## src/rtl/sdt_pkg.sv

```systemverilog
// Package for the subset DP total-tardiness block: sizes, payload structs,
// sequencer state type and the control groups passed between modules.
// No dependencies.
package sdt_pkg;

  // Job capacity and derived widths
  localparam int unsigned MaxJobs    = 15;
  localparam int unsigned JobIdxW    = $clog2(MaxJobs);
  localparam int unsigned CountW     = $clog2(MaxJobs + 1);
  localparam int unsigned SetW       = MaxJobs;
  localparam int unsigned TableDepth = 1 << MaxJobs;

  // Field widths
  localparam int unsigned DeadlineW = 16;
  localparam int unsigned DurationW = 16;
  localparam int unsigned TimeW     = DurationW + $clog2(MaxJobs);
  localparam int unsigned LateW     = 24;

  localparam logic [LateW-1:0] LateMax = {LateW{1'b1}};

  // Input request payload
  typedef struct packed {
    logic [DeadlineW-1:0] job_deadline;
    logic [DurationW-1:0] job_duration;
    logic                 last_job;
  } in_item_t;

  // Result request payload
  typedef struct packed {
    logic [LateW-1:0] total_lateness;
    logic             too_many_jobs;
  } out_item_t;

  // DP sequencer states
  typedef enum logic [2:0] {
    E_IDLE,
    E_INIT,
    E_TIME,
    E_TWAIT,
    E_SCAN,
    E_DRAIN,
    E_WRITE,
    E_DONE
  } eng_state_e;

  // Job store status towards the top level
  typedef struct packed {
    logic [CountW-1:0] count_next;
    logic              overflow_next;
  } store_status_t;

  // Start command to the DP engine
  typedef struct packed {
    logic              start;
    logic [CountW-1:0] job_count;
    logic              overflow;
  } eng_start_t;

  // DP engine status
  typedef struct packed {
    logic      idle;
    logic      done;
    out_item_t result;
  } eng_status_t;

endpackage

```

## src/rtl/sdt_job_store.sv

```systemverilog
// Job store: deadline and duration registers, job count and overflow flag.
// Depends on sdt_pkg.
module sdt_job_store import sdt_pkg::*; (
  input  logic                 clk_i,
  input  logic                 rst_ni,
  input  logic                 wr_i,
  input  logic [DeadlineW-1:0] wr_deadline_i,
  input  logic [DurationW-1:0] wr_duration_i,
  input  logic                 clear_i,
  input  logic [JobIdxW-1:0]   dl_idx_i,
  input  logic [JobIdxW-1:0]   dur_idx_i,
  output logic [DeadlineW-1:0] dl_o,
  output logic [DurationW-1:0] dur_o,
  output store_status_t        status_o
);

  logic [DeadlineW-1:0] dl_mem  [MaxJobs];
  logic [DurationW-1:0] dur_mem [MaxJobs];
  logic [CountW-1:0]    count_q, count_d;
  logic                 ovf_q, ovf_d;
  logic                 full;

  assign full = (count_q == CountW'(MaxJobs));

  // Status as it will stand once the current request is stored
  always_comb begin
    status_o.count_next    = full ? count_q : count_q + CountW'(1);
    status_o.overflow_next = ovf_q | full;
  end

  // Count and overflow next values; clear wins at the end of a set
  always_comb begin
    count_d = count_q;
    ovf_d   = ovf_q;
    if (clear_i) begin
      count_d = '0;
      ovf_d   = 1'b0;
    end else if (wr_i) begin
      if (full) begin
        ovf_d = 1'b1;
      end else begin
        count_d = count_q + CountW'(1);
      end
    end
  end

  always_ff @(posedge clk_i or negedge rst_ni) begin
    if (!rst_ni) begin
      count_q <= '0;
      ovf_q   <= 1'b0;
    end else begin
      count_q <= count_d;
      ovf_q   <= ovf_d;
    end
  end

  // Job registers, no reset
  always_ff @(posedge clk_i) begin
    if (wr_i && !full) begin
      dl_mem[count_q[JobIdxW-1:0]]  <= wr_deadline_i;
      dur_mem[count_q[JobIdxW-1:0]] <= wr_duration_i;
    end
  end

  assign dl_o  = dl_mem[dl_idx_i];
  assign dur_o = dur_mem[dur_idx_i];

endmodule

```

## config.mk

```make
export PLATFORM = sky130hd
export DESIGN_NAME = sdt_job_store
export DESIGN_NICKNAME = d
export VERILOG_FILES = /design/src/rtl/sdt_pkg.sv /design/src/rtl/sdt_job_store.sv
export SDC_FILE = /design/constraint.sdc
export NUM_CORES = 1
export LEC_CHECK = 0
export BUFFER_PORTS_ARGS = -buffer_cell sky130_fd_sc_hd__buf_2
export CAP_MARGIN = 20
export CELL_PAD_IN_SITES_DETAIL_PLACEMENT = 1
export CELL_PAD_IN_SITES_GLOBAL_PLACEMENT = 1
export CORE_MARGIN = 4
export CORE_UTILIZATION = 58
export CTS_CLUSTER_DIAMETER = 50
export DETAILED_ROUTE_END_ITERATION = 10
export PLACE_DENSITY_LB_ADDON = 0.1
export SETUP_SLACK_MARGIN = 0.5
export SLEW_MARGIN = 20
export SYNTH_ARGS = -nofsm -noshare
export SYNTH_HDL_FRONTEND = slang
export SYNTH_SLANG_ARGS = --single-unit
```

## constraint.sdc

```tcl
create_clock -name clk_i -period 8.2 [get_ports clk_i]
set_input_delay 0.82 -clock clk_i [delete_from_list [all_inputs] [get_ports clk_i]]
set_output_delay 0.82 -clock clk_i [all_outputs]
set_load 0.05 [all_outputs]
```

==> key figures <==
GRT
  – First-pass GRT wire length: 63630 um
  – Total gr overflow: 0
  – Total GRT Usage: 24.28%
  – Initial antenna violation count: 1
  – Vias in the first global route: 9838
  – Largest net degree at the start of global routing: 81

Setup path
  – Worst Path Max Fanout: 54
  – Worst Path Buf+Inv: 3
  – CP Capture Type: primary output
  – Worst path slowest cell: buf_4
  – Crit-path most repeated cell: buf_4
  – Critical path cell sequence: buf_4 > buf_4 > mux4_1 > a22o_1 > a221o_1 > buf_2
  – Slowest stage delay, CP: 0.80 ns
  – Worst Setup Path Type: in -> out
  – Top delay family on crit path: buffers and inverters
  – CP required: 7.38 ns
  – Data arrival, critical path: 3.40 ns
  – Crit path launch type: input port

Route
  – Antenna Nets Post-Route: 0
  – Post-DR wirelength/cell: 30.03 um
  – Vias per inst: 6.437
  – DR iter-0 viols: 888
  – Final WL: 42110 um
  – Vias: 9024
  – DRC viols: 0
  – TritonRoute pass-1 iters: 5

STA
  – Hold slack: 0.07848 ns
  – Peak Freq: 0.2367 GHz
  – Setup TNS: 0 ns
  – Fin crit share: 51.51%
  – Final setup viols: 0
  – Setup WS post-layout: 3.976 ns
  – Worst-margin pin slew: 1.099 ns
  – Count of final max-slew check failures: 0
  – RSZ-0062 raised after global routing: false
  – Setup Skew: 0.01397 ns
  – Final min period: 4.224 ns
  – Slew Limit Headroom: 26.42%
  – Final hold viol count: 0

Clocking
  – CTS tree: yes
  – Post-CTS Hold Fix Bufs: 0
  – CTS-repair resized insts: 0
  – TritonCTS buffer count: 50
  – Clk_lat worst skew: 0.56 ns
  – Clk buf depth: 3
  – Post-CTS Setup Bufs: 0
  – Clock root cell: clkbuf_16
  – Clk pin slew, worst setup/hold paths: 0.06 ns
  – Clk sinks: 485
  – # H-tree levels: 2

Pwr
  – Worst vdd ir: 0.2257 mV
  – LEAKAGE: 7.175 nW
  – Pwr Density: 254.6 nW/um^2
  – Pwr Total: 5.435 mW

Finish
  – Final instance area: 21350 um^2
  – Nets: 1007
  – Reg area: 14540 um^2
  – Fraction of layout cells with a size suffix above 1: 24.92%
  – Area Overhead vs Synth: 13.67%
  – Fillers: 2522
  – Area of the multi-input gates: 3973 um^2

Floorplanning
  – Die Y: 187.9 um
  – Die W: 187.9 um
  – Initial Util: 59.21%
  – # rows: 65
  – Core area: 31720 um^2
  – Ports: 81
  – Die area: 35320 um^2

Yosys
  – Synth Area in Compound Gates: 4.451%
  – Mux contribution to synthesized area: 14.10%
  – Synth Area in Adders: 0.2665%
  – Ys async rst share: 1.031%
  – Synth cell types: 33
  – Syn nets: 903
  – Sequential fraction of the synthesis area: 77.42%
  – Synth warn: 0
  – Share of the synthesized area in the top cell type: 76.75%
  – Number of enable flip-flop cells after synthesis: 480
  – Cell taking the most area after synthesis: edfxtp_1
  – Combinational family with the most area after synthesis: multiplexers
  – Syn_area_per_cell: 21.96 um^2
  – Top cells by count, synth: 480 x edfxtp_1, 52 x mux4_2, 44 x mux4_1, 40 x nand2_1, 35 x o21ai_0
  – XOR/XNOR Fraction of Synth Area: 0.04664%
  – Area contributors post-synth: edfxtp_1 77%, mux4_2 6.2%, mux4_1 6.2%
  – Most frequent cell after synthesis: edfxtp_1
  – Number of synthesized register bits: 485
  – Cells after Synth: 855
  – Post-synthesis simple-gate area fraction: 1.759%
  – Main synth FF type: edfxtp_1
  – Synthesized area: 18780 um^2

Place
  – Post-DP HPWL: 21450 um
  – # port buffers: 80
  – Dpl ws: 4.044 ns
  – Final RePlAce weighted congestion: 0.7571
  – Placed cell area: 19590 um^2

Outcome
  – Outcome: complete, no violations

Worst hold path
  – Hold Crit Class: in -> async

Run
  – # Max-Cap Violations: 0
-- placed cells by master, fill, tap and decap left out, types with 2 or more instances in the layout --
| master | n |
|---|---|
| clkinv_2 | 8 |
| clkbuf_1 | 5 |
| mux4_2 | 52 |
| buf_2 | 78 |
| dfrtp_1 | 5 |
| nor2b_1 | 4 |
| nand2b_1 | 3 |
| ha_1 | 4 |
| and2_1 | 2 |
| inv_1 | 3 |
| a221o_1 | 32 |
| a22o_1 | 32 |
| and3_2 | 2 |
| clkinvlp_4 | 6 |
| and3_1 | 2 |
| nor2_1 | 2 |
| edfxtp_1 | 480 |
| nand3_1 | 3 |
| a21oi_1 | 6 |
| o21ai_0 | 35 |
| clkbuf_16 | 53 |
| nand2_1 | 40 |
| mux2i_1 | 32 |
| bufinv_16 | 9 |
| nor2_4 | 9 |
| nor3_2 | 5 |
| clkinv_1 | 10 |
| buf_4 | 24 |
| mux4_1 | 44 |
-- sequential cells by signal, indices dropped and copies added (netlist names) --
name     flops
count_q      4
ovf_q        1
dur_mem    240
dl_mem     240
-- where the power goes --
part           total (mW)  internal (mW)  switching, mW
registers            2.76           2.75        0.00761
logic               0.307          0.101          0.207
clock network        2.37           1.46          0.913
total                5.44           4.31           1.13
-- metrics by stage --
stage / cells / util (%)
2_1_floorplan: 855 / -
3_3_place_gp: 1309 / 61.77
3_5_place_dp: 1309 / 61.77
4_1_cts: 1401 / 67.27
5_1_grt: 1402 / 67.30
6_report: 1402 / 67.30
-- final cells by class --
| class | instances | share of cell area (%) |
|---|---|---|
| flip-flops and latches | 485 | 68.11 |
| multi-input cells | 317 | 18.61 |
| clock buffers | 58 | 6.301 |
| repair buffers | 102 | 2.673 |
| well taps | 402 | 2.356 |
| clock inverters | 34 | 1.882 |
| inverters | 3 | 0.05275 |
| diodes | 1 | 0.01172 |
-- layer usage --
metal	vias to the layer above	wire [um]	track usage, %
met3	58	2894	4.226
met1	4766	16970	34.28
li1	3854	-	-
met2	346	21450	40.59
met4	0	790	5.647
met5	-	0	0
-- logic make-up after synthesis --
kind of cell,after synthesis
compound gates,109
simple gates,75
buf+inv,53
mux,128
flops,485
fa+ha+maj,4
xor+xnor,1
-- path summary, 6_finish.rpt --
check,end,slack (ns),startpoint,cells after the start
max,dur_o[10],3.98,dur_idx_i[0],6
min,count_q[3],0.08,rst_ni,1
max reg2reg,dur_mem[8][3],5.60,count_q[2],3
min reg2reg,ovf_q,0.50,ovf_q,2
max in group asynchronous,count_q[1],7.99,rst_ni,1
min in group clk_i,count_q[0],0.49,clear_i,2
Power figures use the tool's default switching activity.
